## src/rtl/lst_pkg.sv

```systemverilog
// lst_pkg: shared types and constants of the led scan time base
// used by every module in rtl; no dependencies

package lst_pkg;

	// default parameter values
	localparam int unsigned SUB_TICKS_DEF    = 8;
	localparam int unsigned DIGITS_DEF       = 7;
	localparam int unsigned SECOND_STEPS_DEF = 1000;
	localparam int unsigned REFRESH_AT_DEF   = 103;

	// fixed 8 ms system tick, in 1 ms steps
	localparam int unsigned SYS_TICK_STEPS = 8;
	localparam int unsigned SYS_TICK_W     = 3;

	// field widths
	localparam int unsigned SEG_W  = 8;
	localparam int unsigned COM_W  = 7;
	localparam int unsigned IDX_W  = 3;
	localparam int unsigned IN_TDATA_W  = 16;
	localparam int unsigned OUT_TDATA_W = 24;

	// request kinds carried in tuser
	localparam logic REQ_TICK  = 1'b0;
	localparam logic REQ_WRITE = 1'b1;

	// timing pulses for one item
	typedef struct packed {
		logic ms_step;
		logic sys_tick;
		logic second_mark;
		logic refresh_request;
	} pulse_t;

endpackage

```

## src/rtl/led_scan_timebase.sv

```systemverilog
// led_scan_timebase: top level with input register, time base, scanner and
// result register; depends on lst_pkg, lst_timebase and lst_scan

// Each item is a 125 us tick (tuser 0) or a display buffer write (tuser 1), and
// each gives exactly one result. The block takes one item per clock while the
// result side accepts: an item waits in the input register, its counter and scan
// update runs as it leaves that register, and its result lands in the output
// register and is held there until the result side accepts.
// Every SUB_TICKS ticks make a 1 ms step, which may raise sys_tick (8 ms),
// second_mark (SECOND_STEPS ms) and refresh_request, and moves the scan to the
// next slot unless power_down; a write shows when its digit is next scanned.

module led_scan_timebase #(
	parameter int unsigned SUB_TICKS    = lst_pkg::SUB_TICKS_DEF,
	parameter int unsigned DIGITS       = lst_pkg::DIGITS_DEF,
	parameter int unsigned SECOND_STEPS = lst_pkg::SECOND_STEPS_DEF,
	parameter int unsigned REFRESH_AT   = lst_pkg::REFRESH_AT_DEF
) (
	input  logic                            clk,
	input  logic                            arst_n,
	input  logic                            s_tvalid,
	output logic                            s_tready,
	// power_down [0], digit_index [3:1], digit_data [11:4], zero [15:12]
	input  logic [lst_pkg::IN_TDATA_W-1:0]  s_tdata,
	// req_type [0]
	input  logic                            s_tuser,
	output logic                            m_tvalid,
	input  logic                            m_tready,
	// seg_out [7:0], com_out [14:8], ms_step [15], sys_tick [16],
	// second_mark [17], refresh_request [18], zero [23:19]
	output logic [lst_pkg::OUT_TDATA_W-1:0] m_tdata
);

	logic                      valid_s1;
	logic                      req_s1;
	logic                      pwr_s1;
	logic [lst_pkg::IDX_W-1:0] idx_s1;
	logic [lst_pkg::SEG_W-1:0] data_s1;

	logic                      valid_s2;
	logic [lst_pkg::SEG_W-1:0] seg_s2;
	logic [lst_pkg::COM_W-1:0] com_s2;
	lst_pkg::pulse_t           pulse_s2;

	logic                      advance;
	logic                      tick_en;
	lst_pkg::pulse_t           pulse;
	logic [lst_pkg::SEG_W-1:0] seg_d;
	logic [lst_pkg::COM_W-1:0] com_d;

	assign advance  = valid_s1 & (~valid_s2 | m_tready);
	assign s_tready = ~valid_s1 | advance;
	assign tick_en  = advance & (req_s1 == lst_pkg::REQ_TICK);

	always_ff @(posedge clk or negedge arst_n) begin
		if (!arst_n) begin
			valid_s1 <= 1'b0;
		end else if (s_tready) begin
			valid_s1 <= s_tvalid;
		end
	end

	always_ff @(posedge clk) begin
		if (s_tready && s_tvalid) begin
			req_s1  <= s_tuser;
			pwr_s1  <= s_tdata[0];
			idx_s1  <= s_tdata[3:1];
			data_s1 <= s_tdata[11:4];
		end
	end

	lst_timebase #(
		.SUB_TICKS    (SUB_TICKS),
		.SECOND_STEPS (SECOND_STEPS),
		.REFRESH_AT   (REFRESH_AT)
	) u_timebase (
		.clk     (clk),
		.arst_n  (arst_n),
		.tick_en (tick_en),
		.pulse   (pulse)
	);

	lst_scan #(
		.DIGITS (DIGITS)
	) u_scan (
		.clk         (clk),
		.arst_n      (arst_n),
		.step_en     (pulse.ms_step),
		.power_down  (pwr_s1),
		.write_en    (advance & (req_s1 == lst_pkg::REQ_WRITE)),
		.digit_index (idx_s1),
		.digit_data  (data_s1),
		.seg_d       (seg_d),
		.com_d       (com_d)
	);

	always_ff @(posedge clk or negedge arst_n) begin
		if (!arst_n) begin
			valid_s2 <= 1'b0;
		end else if (~valid_s2 | m_tready) begin
			valid_s2 <= valid_s1;
		end
	end

	always_ff @(posedge clk) begin
		if (advance) begin
			seg_s2   <= seg_d;
			com_s2   <= com_d;
			pulse_s2 <= pulse;
		end
	end

	assign m_tvalid = valid_s2;
	assign m_tdata  = {5'b0, pulse_s2.refresh_request, pulse_s2.second_mark,
		pulse_s2.sys_tick, pulse_s2.ms_step, com_s2, seg_s2};

`ifndef SYNTH
	a_com_onehot: assert property (@(posedge clk) disable iff (!arst_n)
		valid_s2 |-> $onehot0(com_s2))
		else $error("more than one common active");

	a_pulse_needs_step: assert property (@(posedge clk) disable iff (!arst_n)
		valid_s2 && !pulse_s2.ms_step |->
			!(pulse_s2.sys_tick || pulse_s2.second_mark || pulse_s2.refresh_request))
		else $error("pulse without a 1 ms step");

	a_power_down_blank: assert property (@(posedge clk) disable iff (!arst_n)
		tick_en && pwr_s1 && pulse.ms_step |=> (seg_s2 == '0) && (com_s2 == '0))
		else $error("display not blank on power-down step");

	a_write_no_pulse: assert property (@(posedge clk) disable iff (!arst_n)
		advance && (req_s1 == lst_pkg::REQ_WRITE) |=> !pulse_s2.ms_step)
		else $error("buffer write reported a step");

	a_stall_holds_s1: assert property (@(posedge clk) disable iff (!arst_n)
		valid_s1 && !advance |=> valid_s1 && $stable(req_s1) && $stable(data_s1))
		else $error("stalled item lost from input register");
`endif

endmodule

```

## src/rtl/lst_timebase.sv

```systemverilog
// lst_timebase: prescaler and step dividers producing the timing pulses
// depends on lst_pkg

module lst_timebase #(
	parameter int unsigned SUB_TICKS    = lst_pkg::SUB_TICKS_DEF,
	parameter int unsigned SECOND_STEPS = lst_pkg::SECOND_STEPS_DEF,
	parameter int unsigned REFRESH_AT   = lst_pkg::REFRESH_AT_DEF
) (
	input  logic            clk,
	input  logic            arst_n,
	input  logic            tick_en,
	output lst_pkg::pulse_t pulse
);

	localparam int unsigned SUB_W = $clog2(SUB_TICKS + 1);
	localparam int unsigned SEC_W = $clog2(SECOND_STEPS + 1);
	localparam int unsigned REF_W = $clog2(REFRESH_AT + 2);

	logic [SUB_W-1:0]               sub_q;
	logic [lst_pkg::SYS_TICK_W-1:0] tick_q;
	logic [SEC_W-1:0]               sec_q;
	logic [REF_W-1:0]               ref_q;

	logic sub_wrap;
	logic tick_wrap;
	logic sec_wrap;
	logic ref_wrap;

	assign sub_wrap  = (sub_q == SUB_W'(SUB_TICKS - 1));
	assign tick_wrap = (tick_q == lst_pkg::SYS_TICK_W'(lst_pkg::SYS_TICK_STEPS - 1));
	assign sec_wrap  = (sec_q == SEC_W'(SECOND_STEPS - 1));
	assign ref_wrap  = (ref_q == REF_W'(REFRESH_AT));

	always_comb begin
		pulse.ms_step         = tick_en & sub_wrap;
		pulse.sys_tick        = tick_en & sub_wrap & tick_wrap;
		pulse.second_mark     = tick_en & sub_wrap & sec_wrap;
		pulse.refresh_request = tick_en & sub_wrap & (ref_q == REF_W'(REFRESH_AT - 1));
	end

	always_ff @(posedge clk or negedge arst_n) begin
		if (!arst_n) begin
			sub_q  <= '0;
			tick_q <= '0;
			sec_q  <= '0;
			ref_q  <= '0;
		end else if (tick_en) begin
			sub_q <= sub_wrap ? '0 : sub_q + SUB_W'(1);
			if (sub_wrap) begin
				tick_q <= tick_wrap ? '0 : tick_q + lst_pkg::SYS_TICK_W'(1);
				sec_q  <= sec_wrap ? '0 : sec_q + SEC_W'(1);
				ref_q  <= ref_wrap ? '0 : ref_q + REF_W'(1);
			end
		end
	end

endmodule

```

## src/rtl/lst_scan.sv

```systemverilog
// lst_scan: display buffer, scan slot and latched segment/common drive
// depends on lst_pkg

module lst_scan #(
	parameter int unsigned DIGITS = lst_pkg::DIGITS_DEF
) (
	input  logic                      clk,
	input  logic                      arst_n,
	input  logic                      step_en,
	input  logic                      power_down,
	input  logic                      write_en,
	input  logic [lst_pkg::IDX_W-1:0] digit_index,
	input  logic [lst_pkg::SEG_W-1:0] digit_data,
	output logic [lst_pkg::SEG_W-1:0] seg_d,
	output logic [lst_pkg::COM_W-1:0] com_d
);

	localparam int unsigned SLOT_W = $clog2(DIGITS + 1);
	localparam int unsigned BUF_IW = (DIGITS > 1) ? $clog2(DIGITS) : 1;

	logic [lst_pkg::SEG_W-1:0] buf_q [DIGITS];
	logic [SLOT_W-1:0]         slot_q;
	logic [SLOT_W-1:0]         slot_nxt;
	logic [lst_pkg::SEG_W-1:0] seg_q;
	logic [lst_pkg::COM_W-1:0] com_q;
	logic [lst_pkg::SEG_W-1:0] seg_step;
	logic [lst_pkg::COM_W-1:0] com_step;
	logic [7:0]                com_full;
	logic                      idx_ok;

	assign idx_ok   = (32'(digit_index) < DIGITS);
	assign slot_nxt = (slot_q == SLOT_W'(DIGITS)) ? '0 : slot_q + SLOT_W'(1);
	assign com_full = 8'(1) << slot_nxt;

	always_comb begin
		seg_step = '0;
		com_step = '0;
		if (!power_down && (32'(slot_nxt) < DIGITS)) begin
			seg_step = buf_q[slot_nxt[BUF_IW-1:0]];
			com_step = com_full[lst_pkg::COM_W-1:0];
		end
		seg_d = step_en ? seg_step : seg_q;
		com_d = step_en ? com_step : com_q;
	end

	always_ff @(posedge clk or negedge arst_n) begin
		if (!arst_n) begin
			for (int i = 0; i < DIGITS; i++) begin
				buf_q[i] <= '0;
			end
			slot_q <= '0;
			seg_q  <= '0;
			com_q  <= '0;
		end else begin
			if (write_en && idx_ok) begin
				buf_q[digit_index[BUF_IW-1:0]] <= digit_data;
			end
			if (step_en) begin
				seg_q <= seg_step;
				com_q <= com_step;
				if (!power_down) begin
					slot_q <= slot_nxt;
				end
			end
		end
	end

endmodule
```

## config.mk

```make
export PLATFORM = sky130hd
export DESIGN_NAME = led_scan_timebase
export DESIGN_NICKNAME = d
export VERILOG_FILES = /design/src/rtl/lst_pkg.sv /design/src/rtl/led_scan_timebase.sv /design/src/rtl/lst_timebase.sv /design/src/rtl/lst_scan.sv
export SDC_FILE = /design/constraint.sdc
export NUM_CORES = 1
export LEC_CHECK = 0
export BUFFER_PORTS_ARGS = -buffer_cell sky130_fd_sc_hd__buf_2
export CELL_PAD_IN_SITES_DETAIL_PLACEMENT = 0
export CELL_PAD_IN_SITES_GLOBAL_PLACEMENT = 1
export CORE_ASPECT_RATIO = 0.9
export CORE_MARGIN = 10
export CORE_UTILIZATION = 45
export CTS_BUF_LIST = sky130_fd_sc_hd__clkbuf_8
export DETAILED_ROUTE_END_ITERATION = 10
export PLACE_DENSITY = 0.85
export REMOVE_ABC_BUFFERS = 1
export SYNTH_ARGS = -nofsm -noshare
export SYNTH_HDL_FRONTEND = slang
export SYNTH_SLANG_ARGS = --single-unit
```

## constraint.sdc

```tcl
create_clock -name clk -period 3.3 [get_ports clk]
set_clock_uncertainty 0.15 [all_clocks]
set_input_delay 0.66 -clock clk [delete_from_list [all_inputs] [get_ports clk]]
set_output_delay 0.66 -clock clk [all_outputs]
set_load 0.03 [all_outputs]
```

======== Word level (Yosys, flattened, before mapping) ========
Index checks and enable logic that the tools add are counted.
word-level totals
  register bits ........................... 132
  input port bits ......................... 21
  logic and storage cells ................. 80
cells by class
  reduce and logical (&&, ||, !) cells .... 7
  multiplexer cells ....................... 15
  equal/unequal tests ..................... 6
  $add $sub $neg .......................... 5
  shift operators ......................... 1
  bitwise logic cells ..................... 15
  $lt $le $gt $ge ......................... 5
operators by type and width
  kind                     count
  $bwmux W56               1
  $mux W8                  5
  $bmux W8 S3              1
  $demux W8 S3             1
  $mux W7                  3
  $eq A7 B7 Y1 const B     2
  $add A10 B1 Y10 const B  1
  $eq A10 B10 Y1 const B   1
  $mux W10                 1
  $ge A4 B4 Y1 const B     2
  $not A3 Y4               2
  $add A7 B1 Y7 const B    1
  $and A1 B1 Y1            7
  $shl A1 B3 Y7 const A    1
  $add A3 B1 Y3 const B    2
  $eq A3 B3 Y1 const B     2
  $lt A3 B3 Y1 const B     2
  $mux W3                  2
  $add A4 B1 Y4 const B    1
  $eq A4 B3 Y1 const B     1
  $logic_and A1 B1 Y1      4
  $lt A4 B1 Y1 const B     1
  $mux W4                  1
  $not A1 Y1               4
  other kinds (3)          5

======== Logic depth before layout (Yosys ltp) ========
  depth after elaboration ................. 8
  depth in mapped cells ................... 8
  gate-level depth less buffers ........... 7

======== Cells and area by module ========
From an unflattened synthesis, not the netlist that was laid out.
unflattened totals
  cells, all modules ...................... 420
  area, all modules ....................... 5743.0 µm²
modules (own cells, without submodules)
  module             seq. area each (µm²)  instances  cells an instance  area an instance (µm²)
  lst_scan           1851.8                1          253                3414.5
  lst_timebase       600.6                 1          118                1217.4
  led_scan_timebase  1011.0                1          49                 1111.1

======== Least setup slack after synthesis ========
Ideal clock, no wire load.
  path kind ............................... in2reg
  start ................................... input m_tready
  end ..................................... register u_scan.buf_q[0] in the netlist's numbering
  required time ........................... 3.025 ns
  arrival time ............................ 2.236 ns
  setup slack ............................. 0.789 ns
  stages .................................. 6
  path through ............................ nand2b_1 -> nand2_1 -> inv_1 -> nand2_1 -> nor3_4 -> mux2_2
between the ends
  cells in the longest elaborated chain, start to end .. 4
ends and longest elaborated chain
  item                             RTL line                 source
  from (decl)                      led_scan_timebase.sv:28  input logic m_tready,
  $or A1 B1 Y1                     led_scan_timebase.sv:51  assign advance = valid_s1 & (~valid_s2 | m_tready);
  $and A1 B1 Y1                    led_scan_timebase.sv:51
  $and A1 B1 Y1                    led_scan_timebase.sv:90  .write_en (advance & (req_s1 == lst_pkg::REQ_WRITE)),
  $logic_and A1 B1 Y1              lst_scan.sv:55           if (write_en && idx_ok) begin
  to (signal, indexed assignment)  lst_scan.sv:56           buf_q[digit_index[BUF_IW-1:0]] <= digit_data;
  to (decl)                        lst_scan.sv:21           logic [lst_pkg::SEG_W-1:0] buf_q [DIGITS];
No other way between the ends.
A chain may end at the register's enable or synchronous reset.

======== Final worst setup path ========
  start ................................... register u_scan.slot_q[0]
  end ..................................... register seg_s2[1] in the netlist's numbering (data pin)
between the ends
  cells in the longest elaborated chain, start to end .. 8
  elaborated cells between the ends (all ways) .. 11
  those cells by class .................... add/sub: 1; order compare: 1; eq/ne: 1; mux: 6; bitwise: 1; reduce/logical: 1
ends and longest elaborated chain
  item                                                  RTL line                  source
  from (decl)                                           lst_scan.sv:22            logic [SLOT_W-1:0] slot_q;
  from (signal assigned)                                lst_scan.sv:62            slot_q <= slot_nxt;
  $add A3 B1 Y3 / $eq A3 B3 Y1 (equally long branches)  lst_scan.sv:32            assign slot_nxt = (slot_q == SLOT_W'(DIGITS)) ? '0 : slot_q + SLOT_W'(1);
  $mux W3 *                                             lst_scan.sv:32
  $not A3 Y4 (implied by the code)                      lst_scan.sv:39            seg_step = buf_q[slot_nxt[BUF_IW-1:0]];
  $bmux W8 S3                                           lst_scan.sv:39
  $mux W8 (implied by the code) (2 in series)           lst_scan.sv:39
  $mux W8 *                                             lst_scan.sv:38            if (!power_down && (32'(slot_nxt) < DIGITS)) begin
  $mux W8 *                                             lst_scan.sv:42            seg_d = step_en ? seg_step : seg_q;
  named net seg_d (one bit)                             led_scan_timebase.sv:48   logic [lst_pkg::SEG_W-1:0] seg_d;
  to (signal assigned)                                  led_scan_timebase.sv:107  seg_s2 <= seg_d;
  to (decl)                                             led_scan_timebase.sv:41   logic [lst_pkg::SEG_W-1:0] seg_s2;
The timed path passes the listed nets; every way through them passes the cells marked *. The select of a mux whose other input is x is not followed.

==> results by group <==
Run status
  – Status: finished clean

Setup path
  – CP Cell Sequence: ha_1 -> ha_1 -> nor2_2 -> buf_4 -> a311oi_4 -> a32o_1
  – Crit path max fanout: 13
  – CP max stage delay: 0.58 ns
  – Slowest CP cell: a311oi_4
  – Critical Path Sink Type: register
  – Crit path arrival time: 2.62 ns
  – Worst Path Required: about 3.4 ns
  – Crit path launch type: register
  – Setup CP Type: reg2reg
  – Top cell by count, worst path: ha_1

STA
  – Fmax: 0.402 GHz
  – Worst slew pin tran: 0.639 ns
  – Min Hold Slack: 0.0909 ns
  – Max-slew violation count: 0
  – Tcrit/Tclk final: 75.4%
  – Final setup viols: 0
  – TNS Setup: 0 ns
  – Unrepaired setup endpoints after global routing: no
  – Slew HR: 57.4%
  – Final Hold Violating Endpoints: 0
  – Minimum clock period: 2.49 ns

Route
  – Vias: between 3k and 4k
  – Per-cell routed wire length: ~17 um
  – Post-DR vias/cell: ~5.4
  – DRT Pass-1 Iters: 5
  – M1 wire length: ~5.2 mm
  – WL met2: 5.44 mm
  – Final wirelength: 11.3 mm
  – 1st-iter DRT viols: 227
  – DRC Markers: 0
  – Detail Route Antenna Nets: 0
  – Max Used Layer: met4
  – Met3 wire length: between 500 and 600 um

Final layout
  – Register area: 3460 um^2
  – Design area: about 6400 um^2
  – Share of cells above drive strength 1: 29.6%
  – Layout fillers: 1020
  – Footprint of the multi-input gates: ~2000 um^2
  – Leading cell types in the layout, fill and taps excluded: dfrtp_1, mux2_2, nand2_1, buf_2, edfxtp_1
  – Net count, final: 509
  – Area Overhead vs Synth: 13.4%
  – Commonest non-fill, non-tap cell in the layout: dfrtp_1
  – ANT cells: 0

Die
  – Initial Util: 46.4%
  – # rows: 38
  – Die extent in y: 126 um
  – Die width: roughly 140 um
  – DIE AREA: approximately 17000 um^2
  – Io pins: 47
  – Core area: 12200 um^2

CTS
  – CTS tree: built
  – H-tree Lvls: 4
  – Worst-case clock buffer depth: 2
  – Hold Buf Count CTS: 0
  – Clock Tree Root: clkbuf_8
  – Post CTS Setup Buffer Count: 0
  – Post-CTS sizing: 0
  – CTS Buf Count: 17
  – Clk sink count: 132
  – Clock Latency Late Sink: 0.44 ns
  – Worst-path clk slew: 0.07 ns

Power
  – Power Density: 740 nW/um^2
  – Leak Pwr: 2.81 nW
  – Power, Total: 4.74 mW
  – Peak supply drop: 0.000376 V

Global routing
  – Total track usage: 13.3%
  – Initial antenna violation count: 0
  – Global route total overflow: 0
  – Largest net degree at the start of global routing: 54
  – First-pass GRT wire length: around 19 mm
  – Number of global-route vias before repair: between 3k and 4k

Logic synthesis
  – Synth top area share: 44.3%
  – Multiplexer share of the synthesized area: 14.0%
  – XOR/XNOR share of the synthesized area: 1.40%
  – Synth Cell Area: around 5600 um^2
  – Post-synth EDFFs: 32
  – Ys async rst share: 75.8%
  – Synth Area in Simple Gates: between 10 and 15%
  – Adder-Cell Fraction of Synth Area: around 1.8%
  – Syn avg cell area: 13.1 um^2
  – Largest family of logic cells by synthesized area: multiplexers
  – Cell variety after synth: 45
  – Synth Warn #: 0
  – Synth Area in Compound Gates: 7.27%
  – Cell count after synthesis: roughly 430
  – Top post-synthesis cells by area: dfrtp_1, edfxtp_1, mux2_2, nand2_1, ha_1
  – Post-synthesis sequential area ratio: 61.4%
  – Synth Flop Type: dfrtp_1
  – Synth area leader: dfrtp_1
  – Yosys reg bits: 132

Placement
  – IO buf count: 37
  – GPL Wtd Cong: ~0.82
  – Post-DP HPWL: 7.77 mm
  – Placement-stage cell area: approximately 6000 um^2

Hold path
  – Worst min-delay path category: in2async

Job
  – Max-cap violations: 0
state kept, by name, summed over array words and instances (netlist names):
| register | cells |
|---|---|
| u_timebase.tick_q | 3 |
| u_scan.seg_q | 8 |
| com_s2 | 7 |
| u_timebase.ref_q | 7 |
| req_s1 | 1 |
| u_scan.com_q | 7 |
| data_s1 | 8 |
| pwr_s1 | 1 |
| idx_s1 | 3 |
| u_timebase.sub_q | 4 |
| m_tdata | 4 |
| u_scan.slot_q | 3 |
| u_timebase.sec_q | 10 |
| u_scan.buf_q | 56 |
| valid_s1 | 1 |
| m_tvalid | 1 |
| seg_s2 | 8 |
stage by stage:
step	instances	utilization (%)	setup WS, ns
2_1_floorplan	413	-	0.649
3_3_place_gp	621	49.5	0.866
3_5_place_dp	621	49.5	0.816
4_1_cts	653	52.6	0.818
5_1_grt	653	52.6	0.606
6_report	653	52.6	0.813
where the power goes:
group	leakage (nW)	internal (mW)	switching [mW]
Combinational	1.00	0.512	0.707
Clock	0.218	0.699	0.584
Sequential	1.59	2.04	0.198
Total	2.81	3.25	1.49
path summary, 6_finish.rpt:
| path | from | end | slack [ns] | cells past startpoint |
|---|---|---|---|---|
| max reg2reg | u_scan.slot_q[0] | seg_s2[1] | 0.81 | 6 |
| min in group clk | s_tdata[3] | idx_s1[2] | 0.24 | 1 |
| max in group asynchronous | arst_n | u_scan.buf_q[37] | 2.19 | 2 |
| max | u_scan.slot_q[0] | seg_s2[1] | 0.81 | 6 |
| min reg2reg | u_scan.com_q[3] | u_scan.com_q[3] | 0.33 | 2 |
| min | arst_n | u_timebase.sec_q[9] | 0.09 | 1 |
routing by layer:
layer | vias to the layer above | GRT usage, %
li1 | 1670 | -
met1 | 1777 | 17.6
met2 | 88 | 20.4
met3 | 11 | 3.83
met4 | 0 | 4.46
met5 | - | 0
synth_stat cells (3+ instances only):
cell type,instances
a21oi_1,8
a22oi_1,4
a31oi_1,4
a32o_1,9
and2_1,5
buf_2,6
buf_4,5
clkbuf_1,11
dfrtp_1,100
edfxtp_1,32
ha_1,8
inv_1,10
mux2_2,64
mux2i_1,6
nand2_1,41
nand2b_1,6
nand3_1,20
nand4_1,12
nor2_1,14
nor2_2,3
nor3_1,9
o21ai_0,11
o221ai_1,5
o41ai_1,3
xnor2_1,9
area by class of cell:
class	count	area share, %
timing repair buffer	48	4.42
tap	160	3.13
clock inverter	9	0.997
inverter	10	0.586
sequential	132	54.1
clock buffer	23	4.94
multi-input combinational	271	31.8
kinds of logic (layout without fill, tap and decap cells):
logic type / Yosys count / count (layout)
xor gates and xnor gates: 9 / 9
other: 1 / 5
adders and majority gates: 8 / 8
buffers and inverters: 33 / 90
AOI/OAI and AO/OA: 54 / 54
DFF: 132 / 132
and+or+nand+nor: 124 / 124
muxes: 71 / 71
critical path: cells and delay by family (launching register included):
family | cells | cell delay [ns]
compound gates | 2 | 0.90
fa+ha+maj | 2 | 0.65
buf+inv | 1 | 0.20
flops | 1 | 0.35
simple gates | 1 | 0.10
Power figures use the tool's default switching activity.
